[src/design/pidz_pkg.sv]
// shared types and constants of the pid position loop
package pidz_pkg;

  // payload and register types
  typedef logic        [14:0] pos_t;
  typedef logic signed [15:0] pwr_t;
  typedef logic signed [23:0] gain_t;
  typedef logic signed [15:0] err_t;
  typedef logic signed [31:0] acc_t;
  typedef logic signed [30:0] term_t;

  // register indexes of the configuration port
  typedef enum logic [2:0] {
    CFG_KP         = 3'd0,
    CFG_KI         = 3'd1,
    CFG_KD         = 3'd2,
    CFG_KF         = 3'd3,
    CFG_IZONE      = 3'd4,
    CFG_MIN_OUTPUT = 3'd5,
    CFG_MAX_OUTPUT = 3'd6,
    CFG_LOWER_STOP = 3'd7
  } cfg_reg_e;

  localparam int unsigned CfgIdxW  = 3;
  localparam int unsigned CfgDataW = 24;

  // product scaling: q8.16 gain times q7.8 value down to q.15
  localparam int unsigned ProdShift = 9;

  // reset values
  localparam pwr_t MinOutputRst = 16'sh8000;
  localparam pwr_t MaxOutputRst = 16'sh7fff;
  localparam pos_t LowerStopRst = 15'd2688;

  // full set of configuration registers
  typedef struct packed {
    gain_t kp;
    gain_t ki;
    gain_t kd;
    gain_t kf;
    pos_t  izone;
    pwr_t  min_output;
    pwr_t  max_output;
    pos_t  lower_stop;
  } cfg_t;

endpackage

[src/design/pidz_in_if.sv]
// request channel carrying one control tick (setpoint and position sample)
interface pidz_in_if;
  import pidz_pkg::*;

  logic valid;
  logic ready;
  pos_t target;
  pos_t measured;

  modport source (output valid, output target, output measured, input ready);
  modport sink   (input valid, input target, input measured, output ready);
endinterface

[src/design/pidz_out_if.sv]
// request channel carrying one drive power result
interface pidz_out_if;
  import pidz_pkg::*;

  logic valid;
  logic ready;
  pwr_t power;
  logic stopped_at_floor;

  modport source (output valid, output power, output stopped_at_floor, input ready);
  modport sink   (input valid, input power, input stopped_at_floor, output ready);
endinterface

[src/design/pidz_cfg_regs.sv]
// configuration register file of the pid position loop
module pidz_cfg_regs (
  input  logic                                 clk_i,
  input  logic                                 rst_ni,
  input  logic                                 cfg_we_i,
  input  logic [pidz_pkg::CfgIdxW-1:0]         cfg_idx_i,
  input  logic [pidz_pkg::CfgDataW-1:0]        cfg_data_i,
  output pidz_pkg::cfg_t                       cfg_o
);
  import pidz_pkg::*;

  cfg_t cfg_q;
  cfg_t cfg_d;

  // decode the write
  always_comb begin
    cfg_d = cfg_q;
    if (cfg_we_i) begin
      unique case (cfg_reg_e'(cfg_idx_i))
        CFG_KP:         cfg_d.kp         = gain_t'(cfg_data_i);
        CFG_KI:         cfg_d.ki         = gain_t'(cfg_data_i);
        CFG_KD:         cfg_d.kd         = gain_t'(cfg_data_i);
        CFG_KF:         cfg_d.kf         = gain_t'(cfg_data_i);
        CFG_IZONE:      cfg_d.izone      = cfg_data_i[14:0];
        CFG_MIN_OUTPUT: cfg_d.min_output = cfg_data_i[15:0];
        CFG_MAX_OUTPUT: cfg_d.max_output = cfg_data_i[15:0];
        CFG_LOWER_STOP: cfg_d.lower_stop = cfg_data_i[14:0];
        default:        cfg_d = cfg_q;
      endcase
    end
  end

  // register storage
  always_ff @(posedge clk_i or negedge rst_ni) begin
    if (!rst_ni) begin
      cfg_q.kp         <= '0;
      cfg_q.ki         <= '0;
      cfg_q.kd         <= '0;
      cfg_q.kf         <= '0;
      cfg_q.izone      <= '0;
      cfg_q.min_output <= MinOutputRst;
      cfg_q.max_output <= MaxOutputRst;
      cfg_q.lower_stop <= LowerStopRst;
    end else begin
      cfg_q <= cfg_d;
    end
  end

  assign cfg_o = cfg_q;

endmodule

[src/design/pidz_integ.sv]
// integrator with integral zone clearing and 32-bit saturation
module pidz_integ (
  input  logic            clk_i,
  input  logic            rst_ni,
  input  logic            step_i,
  input  logic            in_zone_i,
  input  pidz_pkg::term_t inc_i,
  output pidz_pkg::acc_t  acc_next_o
);
  import pidz_pkg::*;

  acc_t               acc_q;
  acc_t               acc_d;
  logic signed [32:0] sum_w;
  acc_t               sat_w;

  // accumulate and saturate
  always_comb begin
    sum_w = 33'(acc_q) + 33'(inc_i);
    priority if (sum_w[32:31] == 2'b01) begin
      sat_w = 32'sh7fff_ffff;
    end else if (sum_w[32:31] == 2'b10) begin
      sat_w = 32'sh8000_0000;
    end else begin
      sat_w = sum_w[31:0];
    end
    acc_d = in_zone_i ? sat_w : '0;
  end

  // integrator state
  always_ff @(posedge clk_i or negedge rst_ni) begin
    if (!rst_ni) begin
      acc_q <= '0;
    end else if (step_i) begin
      acc_q <= acc_d;
    end
  end

  assign acc_next_o = acc_d;

`ifndef SYNTH
  // outside the zone a step clears the integrator
  a_zone_clear: assert property (@(posedge clk_i) disable iff (!rst_ni)
    step_i && !in_zone_i |=> acc_q == '0)
    else $error("integrator not cleared outside zone");

  // inside the zone a step takes the saturated sum
  a_zone_load: assert property (@(posedge clk_i) disable iff (!rst_ni)
    step_i && in_zone_i |=> acc_q == $past(sat_w))
    else $error("integrator did not take the saturated sum");

  // no step leaves the integrator alone
  a_hold: assert property (@(posedge clk_i) disable iff (!rst_ni)
    !step_i |=> $stable(acc_q))
    else $error("integrator moved without a step");
`endif

endmodule

[src/design/pid_position_loop_with_izone.sv]
// pid position loop: a request passes input, product, integrator and output registers
// one request per cycle unless stalled; four stages (input, products, integrator, clamp)
// integrator and last error are the only feedback paths, each closing within its stage
// each stage only holds when the stage after it is full and stalled
// reset clears stage valids, integrator, last error and loads register defaults
module pid_position_loop_with_izone (
  input  logic                          clk_i,
  input  logic                          rst_ni,
  input  logic                          cfg_we_i,
  input  logic [pidz_pkg::CfgIdxW-1:0]  cfg_idx_i,
  input  logic [pidz_pkg::CfgDataW-1:0] cfg_data_i,
  pidz_in_if.sink                       in_ch,
  pidz_out_if.source                    out_ch
);
  import pidz_pkg::*;

  cfg_t cfg;

  // stage valids and handshake
  logic v1_q, v2_q, v3_q, vo_q;
  logic rdy1, rdy2, rdy3, rdyo;
  logic acc_in, adv1, adv2, adv3;

  // stage 1 payload
  pos_t tgt1_q, meas1_q;
  err_t err1, mag1, last_err_q;
  logic signed [16:0] diff1;
  logic in_zone1, below1;
  logic signed [39:0] prod_p, prod_i, prod_f;
  logic signed [40:0] prod_d;

  // stage 2 payload
  term_t p2_q, i2_q, f2_q;
  acc_t  d2_q;
  logic  zone2_q, below2_q;
  acc_t  int_next;
  logic signed [33:0] pdf2;

  // stage 3 payload
  logic signed [33:0] pdf3_q;
  acc_t  int3_q;
  logic  below3_q;
  logic signed [34:0] sum3, lo3, clamp3;
  logic  blocked3;
  pwr_t  power3;

  // output register
  pwr_t  power_q;
  logic  flag_q;

  pidz_cfg_regs u_cfg (
    .clk_i      (clk_i),
    .rst_ni     (rst_ni),
    .cfg_we_i   (cfg_we_i),
    .cfg_idx_i  (cfg_idx_i),
    .cfg_data_i (cfg_data_i),
    .cfg_o      (cfg)
  );

  // ready chain: a stage takes a request when empty or when it passes on
  assign rdyo   = !vo_q || out_ch.ready;
  assign rdy3   = !v3_q || rdyo;
  assign rdy2   = !v2_q || rdy3;
  assign rdy1   = !v1_q || rdy2;
  assign acc_in = in_ch.valid && rdy1;
  assign adv1   = v1_q && rdy2;
  assign adv2   = v2_q && rdy3;
  assign adv3   = v3_q && rdyo;
  assign in_ch.ready = rdy1;

  always_ff @(posedge clk_i or negedge rst_ni) begin
    if (!rst_ni) begin
      v1_q <= 1'b0;
      v2_q <= 1'b0;
      v3_q <= 1'b0;
      vo_q <= 1'b0;
    end else begin
      if (rdy1) v1_q <= in_ch.valid;
      if (rdy2) v2_q <= v1_q;
      if (rdy3) v3_q <= v2_q;
      if (rdyo) vo_q <= v3_q;
    end
  end

  // stage 1: error, zone test and the four products
  always_comb begin
    err1     = err_t'({1'b0, tgt1_q}) - err_t'({1'b0, meas1_q});
    mag1     = err1[15] ? -err1 : err1;
    diff1    = 17'(err1) - 17'(last_err_q);
    in_zone1 = (cfg.izone == '0) || ({1'b0, cfg.izone} >= mag1);
    below1   = meas1_q < cfg.lower_stop;
    prod_p   = cfg.kp * err1;
    prod_i   = cfg.ki * err1;
    prod_d   = cfg.kd * diff1;
    prod_f   = cfg.kf * err_t'({1'b0, tgt1_q});
  end

  always_ff @(posedge clk_i) begin
    if (acc_in) begin
      tgt1_q  <= in_ch.target;
      meas1_q <= in_ch.measured;
    end
  end

  // last error advances with each request leaving stage 1
  always_ff @(posedge clk_i or negedge rst_ni) begin
    if (!rst_ni) begin
      last_err_q <= '0;
    end else if (adv1) begin
      last_err_q <= err1;
    end
  end

  always_ff @(posedge clk_i) begin
    if (adv1) begin
      p2_q     <= prod_p[39:ProdShift];
      i2_q     <= prod_i[39:ProdShift];
      d2_q     <= prod_d[40:ProdShift];
      f2_q     <= prod_f[39:ProdShift];
      zone2_q  <= in_zone1;
      below2_q <= below1;
    end
  end

  // stage 2: integrator step and sum of the other terms
  pidz_integ u_integ (
    .clk_i      (clk_i),
    .rst_ni     (rst_ni),
    .step_i     (adv2),
    .in_zone_i  (zone2_q),
    .inc_i      (i2_q),
    .acc_next_o (int_next)
  );

  assign pdf2 = 34'(p2_q) + 34'(d2_q) + 34'(f2_q);

  always_ff @(posedge clk_i) begin
    if (adv2) begin
      pdf3_q   <= pdf2;
      int3_q   <= int_next;
      below3_q <= below2_q;
    end
  end

  // stage 3: total, clamp and lower stop
  always_comb begin
    sum3     = 35'(pdf3_q) + 35'(int3_q);
    lo3      = (sum3 < 35'(cfg.min_output)) ? 35'(cfg.min_output) : sum3;
    clamp3   = (lo3 > 35'(cfg.max_output)) ? 35'(cfg.max_output) : lo3;
    blocked3 = below3_q && clamp3[34];
    power3   = blocked3 ? '0 : clamp3[15:0];
  end

  always_ff @(posedge clk_i) begin
    if (adv3) begin
      power_q <= power3;
      flag_q  <= blocked3;
    end
  end

  assign out_ch.valid            = vo_q;
  assign out_ch.power            = power_q;
  assign out_ch.stopped_at_floor = flag_q;

`ifndef SYNTH
  // a blocked drive always reads as zero power
  a_block_zero: assert property (@(posedge clk_i) disable iff (!rst_ni)
    vo_q && flag_q |-> power_q == '0)
    else $error("blocked drive with nonzero power");

  // unblocked power never exceeds the upper limit
  a_max_clamp: assert property (@(posedge clk_i) disable iff (!rst_ni)
    vo_q && !flag_q |-> power_q <= cfg.max_output)
    else $error("power above max_output");

  // occupancy only changes with a request in or a result out
  a_occupancy: assert property (@(posedge clk_i) disable iff (!rst_ni)
    !acc_in && !(vo_q && out_ch.ready)
    |=> $countones({v1_q, v2_q, v3_q, vo_q}) == $past($countones({v1_q, v2_q, v3_q, vo_q})))
    else $error("pipeline lost or invented a request");
`endif

endmodule

[src/flat_wrapper.sv]
// flat-port wrapper written by rule: the top's interface ports become plain ports
module pid_position_loop_with_izone_flat import pidz_pkg::*;
  (clk_i, rst_ni, cfg_we_i, cfg_idx_i, cfg_data_i, in_ch_valid, in_ch_target, in_ch_measured, in_ch_ready, out_ch_valid, out_ch_power, out_ch_stopped_at_floor, out_ch_ready);
  pidz_in_if in_ch_i ();
  pidz_out_if out_ch_i ();
  input  logic clk_i;
  input  logic rst_ni;
  input  logic cfg_we_i;
  input  logic [pidz_pkg::CfgIdxW-1:0] cfg_idx_i;
  input  logic [pidz_pkg::CfgDataW-1:0] cfg_data_i;
  input wire logic [$bits(in_ch_i.valid)-1:0] in_ch_valid;
  input wire logic [$bits(in_ch_i.target)-1:0] in_ch_target;
  input wire logic [$bits(in_ch_i.measured)-1:0] in_ch_measured;
  output wire logic [$bits(in_ch_i.ready)-1:0] in_ch_ready;
  output wire logic [$bits(out_ch_i.valid)-1:0] out_ch_valid;
  output wire logic [$bits(out_ch_i.power)-1:0] out_ch_power;
  output wire logic [$bits(out_ch_i.stopped_at_floor)-1:0] out_ch_stopped_at_floor;
  input wire logic [$bits(out_ch_i.ready)-1:0] out_ch_ready;
  assign in_ch_i.valid = in_ch_valid;
  assign in_ch_i.target = in_ch_target;
  assign in_ch_i.measured = in_ch_measured;
  assign in_ch_ready = in_ch_i.ready;
  assign out_ch_valid = out_ch_i.valid;
  assign out_ch_power = out_ch_i.power;
  assign out_ch_stopped_at_floor = out_ch_i.stopped_at_floor;
  assign out_ch_i.ready = out_ch_ready;
  pid_position_loop_with_izone u_core (.clk_i(clk_i), .rst_ni(rst_ni), .cfg_we_i(cfg_we_i), .cfg_idx_i(cfg_idx_i), .cfg_data_i(cfg_data_i), .in_ch(in_ch_i), .out_ch(out_ch_i));
endmodule
[config.mk]
export PLATFORM = sky130hd
export DESIGN_NAME = pid_position_loop_with_izone_flat
export DESIGN_NICKNAME = d
export VERILOG_FILES = /design/src/design/pidz_pkg.sv /design/src/design/pidz_in_if.sv /design/src/design/pidz_out_if.sv /design/src/design/pidz_cfg_regs.sv /design/src/design/pidz_integ.sv /design/src/design/pid_position_loop_with_izone.sv /design/src/flat_wrapper.sv
export SDC_FILE = /design/constraint.sdc
export NUM_CORES = 2
export LEC_CHECK = 0
export ABC_AREA = 0
export BUFFER_PORTS_ARGS = -buffer_cell sky130_fd_sc_hd__buf_2
export CAP_MARGIN = 20
export CORE_MARGIN = 2
export CORE_UTILIZATION = 60
export CTS_CLUSTER_SIZE = 20
export DETAILED_ROUTE_END_ITERATION = 16
export PLACE_DENSITY = 0.8
export SYNTH_ARGS = -nofsm -noshare
export SYNTH_HDL_FRONTEND = slang
export SYNTH_SLANG_ARGS = --single-unit
[constraint.sdc]
create_clock -name clk_i -period 11.76 [get_ports clk_i]
set_clock_uncertainty 0.2 [all_clocks]
set_input_delay 0 -clock clk_i [delete_from_list [all_inputs] [get_ports clk_i]]
set_output_delay 0 -clock clk_i [all_outputs]
set_load 0.01 [all_outputs]
Yosys cells after proc, flatten, opt, wreduce, memory -nomap -nowiden
Index checks and enable logic that the tools add are counted.
{"block": "classes", "mux": 6, "addsub": 7, "reduce_logical": 24, "n_eq_ne": 9, "magnitude_cmp": 4, "mul": 4}
{"op": "24-bit by 16-bit multiplier with 40-bit output", "count": 3}
{"op": "32-bit two-way mux", "count": 3}
{"op": "35-bit two-way mux", "count": 2}
{"op": "24-bit by 17-bit multiplier with 41-bit output", "count": 1}
{"op": "34-bit by 32-bit adder with 35-bit output", "count": 1}
{"op": "35-bit by 16-bit greater-than comparator with 1-bit output", "count": 1}
{"op": "35-bit by 16-bit less-than comparator with 1-bit output", "count": 1}
{"op": "33-bit by 31-bit adder with 34-bit output", "count": 1}
{"op": "31-bit by 32-bit adder with 33-bit output", "count": 1}
{"op": "32-bit by 31-bit adder with 33-bit output", "count": 1}
{"op": "16-bit by 16-bit subtractor with 17-bit output", "count": 1}
{"op": "15-bit by 16-bit >= comparator with 1-bit output", "count": 1}
{"op": "16-bit two-way mux", "count": 1}
{"op": "16-bit negation", "count": 1}
{"op": "2-bit AND reduction", "count": 8}
{"op": "15-bit by 15-bit subtractor with 16-bit output", "count": 1}
{"op": "15-bit zero test", "count": 1}
{"op": "15-bit less-than comparator", "count": 1}
{"op": "3-bit == test, second input constant", "count": 4}
{"op": "3-bit by 2-bit == test with 1-bit output, second input constant", "count": 2}
{"op": "1-bit logical AND", "count": 5}
{"op": "1-bit logical OR", "count": 5}
{"op": "1-bit zero test", "count": 4}
{"op": "3-bit by 1-bit == test with 1-bit output, second input constant", "count": 1}
{"op": "3 further kinds", "count": 3}
{"block": "totals", "regBits": 451, "elab_cells": 81, "in_bits": 62}

Logic depth before layout (Yosys ltp)
{"block": "logic_depth", "ltp_word": 6, "depth_mapped": 42, "mapped_depth_nobuf": 39}

By module
From an unflattened synthesis, not the netlist that was laid out.
{"block": "hier_totals", "cells_unflattened": 8103, "area_unflattened_um2": 78880.7}
{"module": "pid_position_loop_with_izone", "n_inst": 1, "cells_per_inst": 7287, "area_each_um2": 69111.3}
{"module": "pidz_cfg_regs", "n_inst": 1, "cells_per_inst": 343, "area_each_um2": 6018.3}
{"module": "pidz_integ", "n_inst": 1, "cells_per_inst": 473, "area_each_um2": 3751.1}

Worst setup path before layout
OpenSTA, ideal clock, no wires.
{"block": "synth_timing", "kind": "register -> register", "start": "register u_core.tgt1_q[0]", "end": "register u_core.d2_q[25] (data pin)", "period_less_slack_ns": 10.051, "path_slack_ns": 1.709, "path_stages_with_launch": 41, "n_path_buf": 3, "t_arrival_ns": 9.586, "cell_sequence": "edfxtp_1 -> clkbuf_1 -> inv_1 -> ha_1 -> fa_1 -> nor2b_1 -> o31a_1 -> o21a_1 -> a21oi_1 -> xnor2_1 -> clkbuf_1 -> ha_1 -> a21oi_1 -> nor2_1 -> o21ai_0 -> nand2b_1 -> a21o_1 -> a21oi_1 -> [5 not listed] -> fa_1 -> fa_1 -> fa_1 -> fa_1 -> fa_1 -> inv_1 -> fa_1 -> inv_1 -> ha_1 -> a21oi_1 -> o21ai_0 -> nor3b_1 -> and4_1 -> nor2_1 -> a21bo_2 -> a31o_2 -> and4_1 -> or3_1"}
{"block": "synth_between", "elab_chain_len": 3}
{"element": "start, declared", "line_no": "pid_position_loop_with_izone.sv:25", "rtl": "pos_t tgt1_q, meas1_q;"}
{"element": "start signal, assigned", "line_no": "pid_position_loop_with_izone.sv:100", "rtl": "tgt1_q <= in_ch.target;"}
{"element": "15-bit by 15-bit subtractor with 16-bit output", "line_no": "pid_position_loop_with_izone.sv:87", "rtl": "err1 = err_t'({1'b0, tgt1_q}) - err_t'({1'b0, meas1_q});"}
{"element": "net u_core.err1[8]", "line_no": "pid_position_loop_with_izone.sv:26", "rtl": "err_t err1, mag1, last_err_q;"}
{"element": "16-bit by 16-bit subtractor with 17-bit output", "line_no": "pid_position_loop_with_izone.sv:89", "rtl": "diff1 = 17'(err1) - 17'(last_err_q);"}
{"element": "24-bit by 17-bit multiplier with 41-bit output", "line_no": "pid_position_loop_with_izone.sv:94", "rtl": "prod_d = cfg.kd * diff1;"}
{"element": "net u_core.prod_d[34]", "line_no": "pid_position_loop_with_izone.sv:30", "rtl": "logic signed [40:0] prod_d;"}
{"element": "end signal, assigned", "line_no": "pid_position_loop_with_izone.sv:118", "rtl": "d2_q <= prod_d[40:ProdShift];"}
{"element": "end, declared", "line_no": "pid_position_loop_with_izone.sv:34", "rtl": "acc_t d2_q;"}
The timed path passes the listed nets, and every way through them passes these cells.
A chain may end at the register's enable or synchronous reset.

Worst setup path in the final report
{"block": "layout_timing", "start": "register u_core.meas1_q[0]", "end": "register u_core.d2_q[25] (data pin)"}
{"block": "layout_between", "elab_chain_len": 3}
{"element": "start, declared", "line_no": "pid_position_loop_with_izone.sv:25"}
{"element": "start signal, assigned", "line_no": "pid_position_loop_with_izone.sv:101", "rtl": "meas1_q <= in_ch.measured;"}
{"element": "15-bit by 15-bit subtractor with 16-bit output", "line_no": "pid_position_loop_with_izone.sv:87"}
{"element": "16-bit by 16-bit subtractor with 17-bit output", "line_no": "pid_position_loop_with_izone.sv:89"}
{"element": "24-bit by 17-bit multiplier with 41-bit output", "line_no": "pid_position_loop_with_izone.sv:94"}
{"element": "net u_core.prod_d[34]", "line_no": "pid_position_loop_with_izone.sv:30"}
The timed path passes the listed nets, and every way through them passes these cells.

==> flow_metrics.env <==
export IMPL_end_kind="flip-flop"
export IMPL_worstPathArrival_ns=10.72
export IMPL_yosysTopAreaCell="fa_1"
export IMPL_routedWlPerCell_um=21.62
export IMPL_drc=0
export IMPL_die_area_um2=133200
export IMPL_nFillCells=9847
export IMPL_ff_latch_area_um2=12520
export IMPL_required_ns=11.93
export IMPL_ys_ff_latch=451
export IMPL_start_util_pct=60.39
export IMPL_synthTopCellsByArea="fa_1 39%, ha_1 9.7%, edfxtp_1 9.3%"
export IMPL_synth_enable_flop_cells=241
export IMPL_drv_cap=0
export IMPL_yosysWarningCount=0
export IMPL_max_slew_margin_pct=24.26
export IMPL_setup_viol=0
export IMPL_synth_top_area_share_pct=39.22
export IMPL_clkTransAtPathRegs_ns=0.06
export IMPL_synth_cells=7938
export IMPL_clk_path_buf_depth=3
export IMPL_finalNonFillerCells=9768
export IMPL_rsz0062_at_grt="false"
export IMPL_finalCriticalPeriod_ns=10.55
export IMPL_syn_nets=10140
export IMPL_path_buf_inv=5
export IMPL_cts_tree="done"
export IMPL_dp_cells=9552
export IMPL_avgSynthCellArea_um2=9.852
export IMPL_path_class="reg -> reg"
export IMPL_gp_congestion=0.9686
export IMPL_ctsRootBufferMaster="clkbuf_16"
export IMPL_syn_to_final_growth_pct=6.633
export IMPL_post_cts_buffers=0
export IMPL_cts_resized=0
export IMPL_io_pin_count=81
export IMPL_htree_levels=2
export IMPL_hold_viol_final=0
export IMPL_cts_made_buffers=52
export IMPL_grt_max_degree=88
export IMPL_cts_sinks=451
export IMPL_placementRows=132
export IMPL_place_port_buffers=80
export IMPL_start_kind="flip-flop"
export IMPL_cp_common_cell="fa_1"
export IMPL_multiInputGateArea_um2=58270
export IMPL_core_area_um2=129500
export IMPL_ys_seq_area_share_pct=16.00
export IMPL_die_w_um=365.0
export IMPL_max_freq_ghz=0.09482
export IMPL_critPathMaxStageDelay_ns=0.90
export IMPL_antenna_found_initial=18
export IMPL_drive_above_1_share_pct=7.230
export IMPL_holdWs_ns=0.01766
export IMPL_vias_per_cell=5.850
export IMPL_grt_pass1_wl_um=337700
export IMPL_period_share_pct=89.68
export IMPL_vias=57140
export IMPL_ant_nets=0
export IMPL_tightestPinTransition_ns=1.136
export IMPL_gr_usage_all_layers_pct=32.99
export IMPL_slowest_stage="a311o_1"
export IMPL_first_pass_iters=7
export IMPL_grt_pass1_vias=61680
export IMPL_synth_top_cells_by_count="1729 x inv_1, 1532 x fa_1, 1000 x nand2_1"
export IMPL_synth_cell_area_um2=78200
export IMPL_clk_latency_ns=0.65
export IMPL_totalWireLength_um=211200
export IMPL_drt_iter0_drc=4888
export IMPL_cp_top_family="adder cells"
export IMPL_die_y_um=365.0
export IMPL_final_nets=10170
export IMPL_tns_ns=0
export IMPL_synth_most_common_cell="inv_1"
export IMPL_hpwl_um=161600
export IMPL_crit_fanout=16
export IMPL_synth_flop_cell="edfxtp_1"
export IMPL_ys_types=94
export IMPL_gr_total_overflow=0
export IMPL_worst_hold_path_type="in -> reg"
export IMPL_status="finished clean"
export IMPL_slew_viol_final=0
export IMPL_fin_util_pct=64.40
export IMPL_async_flop_share_pct=46.56
## final cells by class
class | instances | share of cell area (%)
inverters | 1731 | 7.799
repair buffers | 265 | 2.521
diodes | 18 | 0.05402
multi-input cells | 5463 | 69.87
clock inverters | 26 | 0.3436
well taps | 1742 | 2.614
clock buffers | 72 | 1.786
flip-flops and latches | 451 | 15.01
## worst paths after layout
check	start	to	slack, ns	cells after the start
hold / removal	in_ch_target[1]	u_core.tgt1_q[1]	0.02	2
min in group asynchronous	rst_ni	u_core.u_cfg.cfg_o[17]	0.39	3
setup reg to reg	u_core.meas1_q[0]	u_core.d2_q[25]	1.21	34
hold reg to reg	u_core.below2_q	u_core.below3_q	0.24	0
setup / recovery	u_core.meas1_q[0]	u_core.d2_q[25]	1.21	34
max in group asynchronous	rst_ni	u_core.u_cfg.cfg_o[104]	9.25	5
## layer usage
layer  routed length, um  track usage [%]  up-vias
met5                 155                0        -
met4               14760            19.52       22
met3               20580            6.952      775
met2               97450            52.43     2851
met1               78270            41.96    29130
li1                    -                -    24360
## through the flow
step	instance area (um^2)	setup slack, ns
5_1_grt	83350	0.6927
2_1_floorplan	78200	1.709
4_1_cts	83300	1.395
6_report	83390	1.214
3_3_place_gp	80520	1.666
3_5_place_dp	80530	1.492
## cells in the final DEF (no fill, tap or decap), types with 27 or more instances in the layout
master         count
inv_1           1729
fa_1            1532
nand2_1         1000
ha_1             607
and2_1           516
edfxtp_1         241
a21oi_1          210
mux2_2           205
nor2_1           193
dfrtp_1          191
xnor2_1          171
o21ai_0          134
nor2b_1          117
a21o_1           103
dlygate4sd3_1     96
buf_4             83
buf_2             79
xor2_1            74
nand2b_1          72
clkbuf_16         54
nand3_1           52
o21a_1            45
nand4_1           43
nor3_1            41
o21bai_1          27
## flip-flops by register name, indices dropped and copies added (netlist names), 15 cells and up
name                  flops
u_core.tgt1_q            15
u_core.u_cfg.cfg_o      158
u_core.last_err_q        16
u_core.pdf3_q            34
u_core.f2_q              31
u_core.p2_q              31
u_core.d2_q              32
u_core.out_ch.power      16
u_core.meas1_q           15
u_core.i2_q              31
u_core.u_integ.acc_q     32
u_core.int3_q            32
## cell families (layout without fill, tap and decap cells)
group	Yosys count	in the layout	share of synthesized area (%)
AOI/OAI and AO/OA	735	735	6.290
xor gates and xnor gates	263	263	2.946
adders and majority gates	2141	2141	48.96
buffers and inverters	2024	2094	9.763
DFF	451	451	16.00
muxes	207	207	2.978
other	0	18	0
and+or+nand+nor	2117	2117	13.06
## repair_timing
item,4_1_cts,5_1_grt
endpoints found under the setup margin,0,0
hold buffers,97,0
hold endpoints to repair,336,0
Power is not shown: default switching activity piles up to over one toggle a cycle in this logic, so the estimate is an artifact.
